--- src/design/bcs_pkg.sv ---
// ----------------------------------------------------------------------------
// bcs_pkg
// Shared constants for the binary classification score block.
// ----------------------------------------------------------------------------
package bcs_pkg;

  localparam int COUNT_BITS_DEF  = 24;
  localparam int SAMPLE_BITS_DEF = 16;

  localparam int TH_BITS    = 16;
  localparam int BETA_BITS  = 16;
  localparam int RATIO_BITS = 17;
  localparam int FLAG_BITS  = 2;

  localparam logic [RATIO_BITS-1:0] ONE_Q16 = 17'h10000;
  localparam logic [RATIO_BITS-1:0] EMPTY_RESET = 17'h10000;
  localparam logic [BETA_BITS-1:0]  BETA_RESET  = 16'd4096;
  localparam logic [RATIO_BITS-1:0] BETA_ONE    = 17'd4096;

  localparam int CFG_ADDR_BITS = 4;
  localparam logic [CFG_ADDR_BITS-1:0] REG_SCORE_TH = 4'd0;
  localparam logic [CFG_ADDR_BITS-1:0] REG_TRUTH_TH = 4'd1;
  localparam logic [CFG_ADDR_BITS-1:0] REG_BETA_SQ  = 4'd2;
  localparam logic [CFG_ADDR_BITS-1:0] REG_EMPTY    = 4'd3;

  // counter slots
  localparam logic [1:0] CNT_TP = 2'd0;
  localparam logic [1:0] CNT_TN = 2'd1;
  localparam logic [1:0] CNT_FP = 2'd2;
  localparam logic [1:0] CNT_FN = 2'd3;

endpackage

--- src/design/bcs_count.sv ---
// ----------------------------------------------------------------------------
// bcs_count
// Pixel classifier and four saturating confusion counters.
// ----------------------------------------------------------------------------
module bcs_count #(
  parameter int COUNT_BITS  = bcs_pkg::COUNT_BITS_DEF,
  parameter int SAMPLE_BITS = bcs_pkg::SAMPLE_BITS_DEF
) (
  input  logic                            clk,
  input  logic                            rst,
  input  logic                            upd,
  input  logic                            clr,
  input  logic [SAMPLE_BITS-1:0]          score,
  input  logic [SAMPLE_BITS-1:0]          truth,
  input  logic [bcs_pkg::TH_BITS-1:0]     score_th,
  input  logic [bcs_pkg::TH_BITS-1:0]     truth_th,
  output logic [3:0][COUNT_BITS-1:0]      cnt_inc
);

  localparam int CMP_BITS = (SAMPLE_BITS > bcs_pkg::TH_BITS) ? SAMPLE_BITS : bcs_pkg::TH_BITS;

  logic [3:0][COUNT_BITS-1:0] cnt;
  logic                       pred_pos;
  logic                       act_pos;
  logic [1:0]                 sel;

  assign pred_pos = CMP_BITS'(score) >= CMP_BITS'(score_th);
  assign act_pos  = CMP_BITS'(truth) > CMP_BITS'(truth_th);

  always_comb begin
    if (pred_pos) begin
      sel = act_pos ? bcs_pkg::CNT_TP : bcs_pkg::CNT_FP;
    end else begin
      sel = act_pos ? bcs_pkg::CNT_FN : bcs_pkg::CNT_TN;
    end
  end

  always_comb begin
    for (int i = 0; i < 4; i++) begin
      if (sel == 2'(i) && cnt[i] != {COUNT_BITS{1'b1}}) begin
        cnt_inc[i] = cnt[i] + COUNT_BITS'(1);
      end else begin
        cnt_inc[i] = cnt[i];
      end
    end
  end

  always_ff @(posedge clk) begin
    if (rst || clr) begin
      cnt <= '0;
    end else if (upd) begin
      cnt <= cnt_inc;
    end
  end

endmodule

--- src/design/bcs_div.sv ---
// ----------------------------------------------------------------------------
// bcs_div
// Shared restoring divider, one quotient bit per cycle.
// ----------------------------------------------------------------------------
module bcs_div #(
  parameter int DEN_BITS = 34
) (
  input  logic                                      clk,
  input  logic                                      rst,
  input  logic                                      start,
  input  logic [DEN_BITS+bcs_pkg::RATIO_BITS-1:0]   num,
  input  logic [DEN_BITS-1:0]                       den,
  output logic                                      busy,
  output logic                                      done,
  output logic [bcs_pkg::RATIO_BITS-1:0]            quo
);

  localparam int QB       = bcs_pkg::RATIO_BITS;
  localparam int CNT_BITS = $clog2(QB);

  // num must be below den * 2^QB so the top part starts below den
  logic [DEN_BITS-1:0] rem;
  logic [DEN_BITS-1:0] den_r;
  logic [QB-1:0]       low;
  logic [CNT_BITS-1:0] cnt;
  logic [DEN_BITS:0]   rem_sh;
  logic [DEN_BITS:0]   rem_sub;
  logic                ge;

  assign rem_sh  = {rem, low[QB-1]};
  assign ge      = rem_sh >= {1'b0, den_r};
  assign rem_sub = rem_sh - {1'b0, den_r};

  always_ff @(posedge clk) begin
    if (rst) begin
      busy <= 1'b0;
      done <= 1'b0;
      cnt  <= '0;
    end else begin
      done <= 1'b0;
      if (start) begin
        busy <= 1'b1;
        cnt  <= '0;
      end else if (busy) begin
        cnt <= cnt + CNT_BITS'(1);
        if (cnt == CNT_BITS'(QB - 1)) begin
          busy <= 1'b0;
          done <= 1'b1;
        end
      end
    end
  end

  always_ff @(posedge clk) begin
    if (start) begin
      rem   <= num[DEN_BITS+QB-1:QB];
      low   <= num[QB-1:0];
      den_r <= den;
    end else if (busy) begin
      rem <= ge ? rem_sub[DEN_BITS-1:0] : rem_sh[DEN_BITS-1:0];
      low <= {low[QB-2:0], 1'b0};
      quo <= {quo[QB-2:0], ge};
    end
  end

  assert property (@(posedge clk) disable iff (rst) start |-> !busy)
    else $error("divider started while busy");

endmodule

--- src/design/binary_classification_scores_top.sv ---
// ----------------------------------------------------------------------------
// binary_classification_scores_top
// Confusion counters over a pixel stream with per-frame ratio scores.
// ----------------------------------------------------------------------------
// Each pixel transfer classifies one (score, truth) pair and bumps one of four
// saturating counters; pixels are taken back to back. The pixel marked tlast
// closes the frame: its counts are captured, the counters clear, and a
// sequencer runs precision, recall, true-negative rate, accuracy and F-beta
// through one shared 17-step restoring divider, with the F-beta products from
// one shared multiplier. A frame close therefore holds s_tready low until the
// result is loaded into the output register; ratios that fall to a fixed value
// skip their division. The result waits in an output register while the next
// frame streams in.
module binary_classification_scores_top #(
  parameter int COUNT_BITS  = bcs_pkg::COUNT_BITS_DEF,
  parameter int SAMPLE_BITS = bcs_pkg::SAMPLE_BITS_DEF
) (
  input  logic                                     clk,
  input  logic                                     rst,
  input  logic                                     cfg_we,
  input  logic [bcs_pkg::CFG_ADDR_BITS-1:0]        cfg_addr,
  input  logic [bcs_pkg::RATIO_BITS-1:0]           cfg_wdata,
  input  logic                                     s_tvalid,
  output logic                                     s_tready,
  // score, truth
  input  logic [((2*SAMPLE_BITS+7)/8)*8-1:0]       s_tdata,
  input  logic                                     s_tlast,
  output logic                                     m_tvalid,
  input  logic                                     m_tready,
  // true_pos, true_neg, false_pos, false_neg, precision_q, recall_q,
  // specificity_q, accuracy_q, fbeta_q
  output logic [((4*COUNT_BITS+5*bcs_pkg::RATIO_BITS+7)/8)*8-1:0] m_tdata,
  // undefined_flags
  output logic [bcs_pkg::FLAG_BITS-1:0]            m_tuser
);

  localparam int RB        = bcs_pkg::RATIO_BITS;
  localparam int SUM_BITS  = COUNT_BITS + 2;
  localparam int DEN_BITS  = (SUM_BITS > 34) ? SUM_BITS : 34;
  localparam int NUM_BITS  = DEN_BITS + RB;
  localparam int MA_BITS   = 34;
  localparam int MP_BITS   = MA_BITS + RB;
  localparam int OUT_BITS  = ((4*COUNT_BITS+5*RB+7)/8)*8;
  localparam int PAY_BITS  = 4*COUNT_BITS + 5*RB;
  localparam int OFF_FB    = 4*COUNT_BITS + 4*RB;

  localparam logic [3:0] S_IDLE     = 4'd0;
  localparam logic [3:0] S_RATIO    = 4'd1;
  localparam logic [3:0] S_DIV_WAIT = 4'd2;
  localparam logic [3:0] S_MUL1     = 4'd3;
  localparam logic [3:0] S_MUL2     = 4'd4;
  localparam logic [3:0] S_MUL3     = 4'd5;
  localparam logic [3:0] S_FB_DEN   = 4'd6;
  localparam logic [3:0] S_FB_START = 4'd7;
  localparam logic [3:0] S_FB_WAIT  = 4'd8;
  localparam logic [3:0] S_OUT      = 4'd9;

  logic [bcs_pkg::TH_BITS-1:0]   score_th;
  logic [bcs_pkg::TH_BITS-1:0]   truth_th;
  logic [bcs_pkg::BETA_BITS-1:0] beta_sq;
  logic [RB-1:0]                 empty_val;
  logic [RB-1:0]                 fallback;

  logic [3:0]                    state;
  logic [1:0]                    job;
  logic                          pix_xfer;
  logic                          frame_end;
  logic [3:0][COUNT_BITS-1:0]    cnt_inc;
  logic [3:0][COUNT_BITS-1:0]    snap;
  logic [3:0][RB-1:0]            ratio;
  logic [RB-1:0]                 fbeta;

  logic [SUM_BITS-1:0]           sum_tpfp;
  logic [SUM_BITS-1:0]           sum_tpfn;
  logic [SUM_BITS-1:0]           sum_tnfp;
  logic [SUM_BITS-1:0]           sum_all;
  logic [SUM_BITS-1:0]           sum_tptn;

  logic                          r_special;
  logic [RB-1:0]                 r_special_val;
  logic [SUM_BITS-1:0]           r_num;
  logic [SUM_BITS-1:0]           r_den;

  logic [MA_BITS-1:0]            mul_a;
  logic [RB-1:0]                 mul_b;
  logic [MP_BITS-1:0]            mul_res;
  logic [MP_BITS-1:0]            num_fb;
  logic [MA_BITS-1:0]            den_fb;

  logic                          div_start;
  logic [NUM_BITS-1:0]           div_num;
  logic [DEN_BITS-1:0]           div_den;
  logic                          div_busy;
  logic                          div_done;
  logic [RB-1:0]                 div_quo;
  logic [RB-1:0]                 quo_sat;
  logic [PAY_BITS-1:0]           payload;

  // configuration
  always_ff @(posedge clk) begin
    if (rst) begin
      score_th  <= '0;
      truth_th  <= '0;
      beta_sq   <= bcs_pkg::BETA_RESET;
      empty_val <= bcs_pkg::EMPTY_RESET;
    end else if (cfg_we) begin
      unique case (cfg_addr)
        bcs_pkg::REG_SCORE_TH: score_th  <= cfg_wdata[bcs_pkg::TH_BITS-1:0];
        bcs_pkg::REG_TRUTH_TH: truth_th  <= cfg_wdata[bcs_pkg::TH_BITS-1:0];
        bcs_pkg::REG_BETA_SQ:  beta_sq   <= cfg_wdata[bcs_pkg::BETA_BITS-1:0];
        bcs_pkg::REG_EMPTY:    empty_val <= cfg_wdata;
        default: ;
      endcase
    end
  end

  assign fallback = (empty_val > bcs_pkg::ONE_Q16) ? bcs_pkg::ONE_Q16 : empty_val;

  assign s_tready  = (state == S_IDLE);
  assign pix_xfer  = s_tvalid && s_tready;
  assign frame_end = pix_xfer && s_tlast;

  bcs_count #(
    .COUNT_BITS  (COUNT_BITS),
    .SAMPLE_BITS (SAMPLE_BITS)
  ) u_count (
    .clk      (clk),
    .rst      (rst),
    .upd      (pix_xfer),
    .clr      (frame_end),
    .score    (s_tdata[SAMPLE_BITS-1:0]),
    .truth    (s_tdata[2*SAMPLE_BITS-1:SAMPLE_BITS]),
    .score_th (score_th),
    .truth_th (truth_th),
    .cnt_inc  (cnt_inc)
  );

  assign sum_tpfp = SUM_BITS'(snap[bcs_pkg::CNT_TP]) + SUM_BITS'(snap[bcs_pkg::CNT_FP]);
  assign sum_tpfn = SUM_BITS'(snap[bcs_pkg::CNT_TP]) + SUM_BITS'(snap[bcs_pkg::CNT_FN]);
  assign sum_tnfp = SUM_BITS'(snap[bcs_pkg::CNT_TN]) + SUM_BITS'(snap[bcs_pkg::CNT_FP]);
  assign sum_tptn = SUM_BITS'(snap[bcs_pkg::CNT_TP]) + SUM_BITS'(snap[bcs_pkg::CNT_TN]);
  assign sum_all  = sum_tptn + SUM_BITS'(snap[bcs_pkg::CNT_FP])
                  + SUM_BITS'(snap[bcs_pkg::CNT_FN]);

  // ratio job select: precision, recall, tnr, accuracy
  always_comb begin
    r_special     = 1'b0;
    r_special_val = '0;
    r_num         = '0;
    r_den         = '0;
    unique case (job)
      2'd0: begin
        r_special     = (snap[bcs_pkg::CNT_TP] == '0);
        r_special_val = (snap[bcs_pkg::CNT_FP] != '0) ? '0 : fallback;
        r_num         = SUM_BITS'(snap[bcs_pkg::CNT_TP]);
        r_den         = sum_tpfp;
      end
      2'd1: begin
        r_special     = (snap[bcs_pkg::CNT_TP] == '0);
        r_special_val = (snap[bcs_pkg::CNT_FN] != '0) ? '0 : fallback;
        r_num         = SUM_BITS'(snap[bcs_pkg::CNT_TP]);
        r_den         = sum_tpfn;
      end
      2'd2: begin
        r_special = (sum_tnfp == '0);
        r_num     = SUM_BITS'(snap[bcs_pkg::CNT_TN]);
        r_den     = sum_tnfp;
      end
      default: begin
        r_special = (sum_all == '0);
        r_num     = sum_tptn;
        r_den     = sum_all;
      end
    endcase
  end

  // shared multiplier operands
  always_comb begin
    mul_a = '0;
    mul_b = '0;
    unique case (state)
      S_MUL1: begin
        mul_a = MA_BITS'(bcs_pkg::BETA_ONE) + MA_BITS'(beta_sq);
        mul_b = ratio[0];
      end
      S_MUL2: begin
        mul_a = mul_res[MA_BITS-1:0];
        mul_b = ratio[1];
      end
      S_MUL3: begin
        mul_a = MA_BITS'(beta_sq);
        mul_b = ratio[0];
      end
      default: ;
    endcase
  end

  always_comb begin
    if (state == S_FB_START) begin
      div_num = NUM_BITS'(num_fb) + NUM_BITS'(den_fb >> 1);
      div_den = DEN_BITS'(den_fb);
    end else begin
      div_num = (NUM_BITS'(r_num) << 16) + NUM_BITS'(r_den >> 1);
      div_den = DEN_BITS'(r_den);
    end
  end

  assign div_start = (state == S_FB_START) || (state == S_RATIO && !r_special);

  bcs_div #(
    .DEN_BITS (DEN_BITS)
  ) u_div (
    .clk   (clk),
    .rst   (rst),
    .start (div_start),
    .num   (div_num),
    .den   (div_den),
    .busy  (div_busy),
    .done  (div_done),
    .quo   (div_quo)
  );

  assign quo_sat = (div_quo > bcs_pkg::ONE_Q16) ? bcs_pkg::ONE_Q16 : div_quo;

  // sequencer
  always_ff @(posedge clk) begin
    if (rst) begin
      state <= S_IDLE;
      job   <= '0;
    end else begin
      unique case (state)
        S_IDLE: begin
          if (frame_end) begin
            state <= S_RATIO;
            job   <= '0;
          end
        end
        S_RATIO: begin
          if (!r_special) begin
            state <= S_DIV_WAIT;
          end else if (job == 2'd3) begin
            state <= S_MUL1;
          end else begin
            job <= job + 2'd1;
          end
        end
        S_DIV_WAIT: begin
          if (div_done) begin
            if (job == 2'd3) begin
              state <= S_MUL1;
            end else begin
              job   <= job + 2'd1;
              state <= S_RATIO;
            end
          end
        end
        S_MUL1: begin
          state <= (ratio[0] == '0 || ratio[1] == '0) ? S_OUT : S_MUL2;
        end
        S_MUL2:     state <= S_MUL3;
        S_MUL3:     state <= S_FB_DEN;
        S_FB_DEN:   state <= S_FB_START;
        S_FB_START: state <= S_FB_WAIT;
        S_FB_WAIT: begin
          if (div_done) begin
            state <= S_OUT;
          end
        end
        S_OUT: begin
          if (!m_tvalid || m_tready) begin
            state <= S_IDLE;
          end
        end
        default: state <= S_IDLE;
      endcase
    end
  end

  // datapath registers
  always_ff @(posedge clk) begin
    if (frame_end) begin
      snap <= cnt_inc;
    end
    if (state == S_RATIO && r_special) begin
      ratio[job] <= r_special_val;
    end
    if (state == S_DIV_WAIT && div_done) begin
      ratio[job] <= quo_sat;
    end
    if (state == S_MUL1 || state == S_MUL2 || state == S_MUL3) begin
      mul_res <= MP_BITS'(mul_a * mul_b);
    end
    if (state == S_MUL1) begin
      fbeta <= '0;
    end
    if (state == S_MUL3) begin
      num_fb <= mul_res;
    end
    if (state == S_FB_DEN) begin
      den_fb <= mul_res[MA_BITS-1:0] + (MA_BITS'(ratio[1]) << 12);
    end
    if (state == S_FB_WAIT && div_done) begin
      fbeta <= quo_sat;
    end
  end

  assign payload = {fbeta, ratio[3], ratio[2], ratio[1], ratio[0],
                    snap[bcs_pkg::CNT_FN], snap[bcs_pkg::CNT_FP],
                    snap[bcs_pkg::CNT_TN], snap[bcs_pkg::CNT_TP]};

  // output register
  always_ff @(posedge clk) begin
    if (rst) begin
      m_tvalid <= 1'b0;
    end else if (state == S_OUT && (!m_tvalid || m_tready)) begin
      m_tvalid <= 1'b1;
    end else if (m_tready) begin
      m_tvalid <= 1'b0;
    end
  end

  always_ff @(posedge clk) begin
    if (state == S_OUT && (!m_tvalid || m_tready)) begin
      m_tdata <= OUT_BITS'(payload);
      m_tuser <= {sum_all == '0, sum_tnfp == '0};
    end
  end

  assert property (@(posedge clk) disable iff (rst)
    div_done |-> (state == S_DIV_WAIT || state == S_FB_WAIT))
    else $error("divider result outside a wait state");

  assert property (@(posedge clk) disable iff (rst)
    div_busy |-> (state == S_DIV_WAIT || state == S_FB_WAIT))
    else $error("divider running outside a wait state");

  assert property (@(posedge clk) disable iff (rst)
    (s_tvalid && s_tready && s_tlast) |=> !s_tready)
    else $error("pixel taken while scores are computed");

  assert property (@(posedge clk) disable iff (rst)
    m_tvalid |-> m_tdata[OFF_FB +: RB] <= bcs_pkg::ONE_Q16)
    else $error("f-beta above one");

  assert property (@(posedge clk) disable iff (rst)
    m_tvalid |-> !m_tuser[1])
    else $error("empty frame reported");

endmodule

--- config.mk ---
export PLATFORM = sky130hd
export DESIGN_NAME = binary_classification_scores_top
export DESIGN_NICKNAME = d
export VERILOG_FILES = /design/src/design/bcs_pkg.sv /design/src/design/bcs_count.sv /design/src/design/bcs_div.sv /design/src/design/binary_classification_scores_top.sv
export SDC_FILE = /design/constraint.sdc
export NUM_CORES = 2
export LEC_CHECK = 0
export BUFFER_PORTS_ARGS = -buffer_cell sky130_fd_sc_hd__buf_4
export CAP_MARGIN = 10
export CORE_MARGIN = 4
export CORE_UTILIZATION = 63
export CTS_BUF_LIST = sky130_fd_sc_hd__clkbuf_8
export CTS_CLUSTER_DIAMETER = 150
export CTS_CLUSTER_SIZE = 28
export DETAILED_ROUTE_END_ITERATION = 16
export GPL_TIMING_DRIVEN = 0
export PLACE_DENSITY = 0.92
export SETUP_SLACK_MARGIN = 0.5
export SYNTH_ARGS = -nofsm -noshare
export SYNTH_HDL_FRONTEND = slang
export SYNTH_SLANG_ARGS = --single-unit
--- constraint.sdc ---
create_clock -name clk -period 14.1 [get_ports clk]
set_input_delay 4.23 -clock clk [delete_from_list [all_inputs] [get_ports clk]]
set_output_delay 4.23 -clock clk [all_outputs]
set_load 0.01 [all_outputs]
==> results.md <==
* Outcome: completed
* Unrepaired setup endpoints after global routing: false
* Kind of critical path: flip-flop to flip-flop
* First-pass GRT wire length at 314 mm
* Slowest cell delay on critical path at 810 ps
* Clock share of power at 0.151
* H-tree depth at 2
* Port Buffers at 243
* Final HPWL DP at 169 mm
* Synthesized flop and latch total at 777
* Postcts setup bufs at 0
* Root Buffer: clkbuf_8
* Fin crit period at 11,110 ps
* Clock sinks at 777
* Area contributors post-synth: edfxtp_1, fa_1, dfxtp_1
* P_int at 0.00385 W
* Critical-path top delay cell: clkbuf_1
* Top_reg_cell synth: edfxtp_1
* CP delay by family, top: compound AO/OA/AOI/OAI gates
* Combinational power share at 0.405
* Core Util, Final at 0.681
* Final critical-path share of the clock period at 0.788
* CTS tree: yes
* Pin count of the biggest net entering global routing at 56
* Core ar. at 96,600 um2
* Setup Skew at 118 ps
* # rows at 114
* FFs w/ async S/R, synth at 0
* Max Cap Violations at 0
* TritonRoute pass-1 iters at 13
* Final setup fails at 0
* GR Overflow Total at 0
* Synth Instances at 6,480
* Synthesized area per cell at 9.46 um2
* Bufs on Longest Clock Path at 3
* PD cells at 96.9 nW/um2
* Iter 0 DRT Violations at 7,720
* Peak supply drop at 0.0851 mV
* Post-DR wirelength/cell at 26.1 um
* Most frequent CP cell: fa_1
* Vias at 52,503
* Post-synth EDFFs at 534
* Critical path arrival at 11,570 ps
* LEAKAGE at 27.7 nW
* Clock slew at reported path FFs at 160 ps
* Total of warnings raised by yosys at 0
* Fmax at 90.0 MHz
* Worst setup EP type: flip-flop
* Hold Fails Final Rpt at 0
* Sequential share of the synthesized area at 0.341
* WL final at 211 mm
* DIE HEIGHT at 320 um
* Worst Tran Pin Value at 1410 ps
* Worst path required time at 14,560 ps
* Worst path bufs/invs at 7
* Setup total negative slack at 0 ps
* Max transition margin at 0.0588
* Final routed DRC violation total at 0
* Distinct cells, synth at 89
* Num CTS Buffers at 34
* Vias per Instance at 6.49
* GRT Resource Usage Total at 0.406
* Io pins at 247
* Hold-fix buffers at CTS at 0
* Filler cells at 7,203
* Area growth syn-to-layout at 7.26%
* Initial antenna violation count at 13
* Final net count at 7,709
* Post-route ant nets at 0
* Critical path fanouts, max at 10
* Layout cells sized above 1 at 0.0556
* Synth top area share at 0.262
* Vias in the first global route at 51,855
* Net Sw Power at 0.00252 W
* Mapped Area at 61,300 um2
* Worst setup SP type: flip-flop
* Sw Ratio at 0.395
* Top cell type by total area after synthesis: edfxtp_1
* Starting Density at 0.635
* Slew Limit Fails at 0
* Part of the power in registers at 0.444
* Worst skew pair latency at 800 ps
* Die width at 320 um
* Type of the worst min-delay path: flip-flop to flip-flop
* Final GP Congestion at 1.14
* Post_cts resized at 0
* Full die area at 102,000 um2
## Yosys cell counts (all sizes together) (34+ instances only)
cell,count
inv,854
nand2,795
nor2,575
edfxtp,534
fa,511
ha,357
a21oi,320
xnor2,274
dfxtp,243
clkbuf,239
o21ai,207
xor2,127
nor3,126
mux2i,121
nand3,119
a21o,95
a22oi,89
and2,86
and3,78
nand4,65
nor4,56
nand2b,47
o21a,37
or3,35
nor2b,34
## sequential cells by signal, indices dropped and copies added, names as in the netlist, 2 cells and up
signal / count
m_tdata: 181
payload: 164
u_count.cnt: 96
mul_res: 51
num_fb: 51
den_fb: 34
u_div.den_r: 34
u_div.rem: 34
empty_val: 17
fbeta: 17
u_div.low: 17
u_div.quo: 17
beta_sq: 16
score_th: 16
truth_th: 16
u_div.cnt: 5
state: 4
job: 2
m_tuser: 2
## routing by layer
metal / up-vias / routed length, um / global-route usage / part of all wire
met5: - / 184 / 0.000926 / 0.00087
met4: 6 / 18400 / 0.269 / 0.087
met3: 1104 / 32200 / 0.143 / 0.15
met2: 4105 / 87400 / 0.595 / 0.41
met1: 24856 / 72900 / 0.510 / 0.35
li1: 22432 / - / - / -
## metrics by stage
stage	hold WS (ps)	total power [W]	setup slack (ps)	instance area, um2	cells
final	439	0.00637	2990	65800	8086
after global routing	449	0.00662	2810	65700	8080
after CTS	442	0.00624	3360	65700	8075
after detailed placement	405	0.00532	3500	65100	8018
after global placement	401	0.00525	-2770	64700	8001
after floorplan	400	0.00456	949	61300	6482
## power groups by stage
stage	registers [W]	clock network (W)	logic, W
floorplan	0.00278	0	0.00177
global placement	0.00286	0	0.00238
detailed placement	0.00286	0	0.00246
CTS	0.00281	0.000958	0.00248
global route	0.00283	0.00103	0.00276
finish	0.00283	0.000965	0.00258
## placed cells by master (no fill, tap or decap), drive strengths merged, types with 33 or more instances in the layout
master  count
and3       78
nor2b      34
nor3      126
nand2     795
inv       873
xnor2     274
ha        357
o21a       37
nor4       56
or3        35
buf       295
a22o       33
nand2b     47
a21o       95
a21oi     320
o21ai     207
xor2      127
and2       86
nor2      575
clkbuf    274
mux2i     121
fa        511
edfxtp    534
a22oi      89
dfxtp     243
nand3     119
nand4      65
## final cells by class
type,instances,area [um2],area share
plain buffers,271,1060,0.0161
inverters,854,3210,0.0488
clock inverters,23,151,0.00230
diodes,7,17.5,0.000266
flip-flops and latches,777,20900,0.318
well taps,1276,1600,0.0243
clock buffers,34,468,0.00712
repair buffers,264,2160,0.0328
multi-input cells,4580,36200,0.550
## cells by family (layout without fill, tap and decap cells)
logic type	Yosys count	in the layout	synth area share
and+or+nand+nor	2095	2095	0.156
buffers and inverters	1125	1446	0.0696
AOI/OAI and AO/OA	1078	1078	0.114
adders and majority gates	868	868	0.240
DFF	777	777	0.341
xor gates and xnor gates	401	401	0.0573
muxes	135	135	0.0223
other	1	10	0.0000612
## path summary, 6_finish.rpt
| path | start | slack (ps) | endpoint | depth (start not counted) |
|---|---|---|---|---|
| worst max-delay path | state[0] | 2990 | mul_res[40] | 30 |
| worst min-delay path | mul_res[46] | 440 | num_fb[46] | 0 |
| worst max register to register | state[0] | 2990 | mul_res[40] | 30 |
| worst min register to register | mul_res[46] | 440 | num_fb[46] | 0 |
Note: power is estimated with default switching activity, not from simulation.
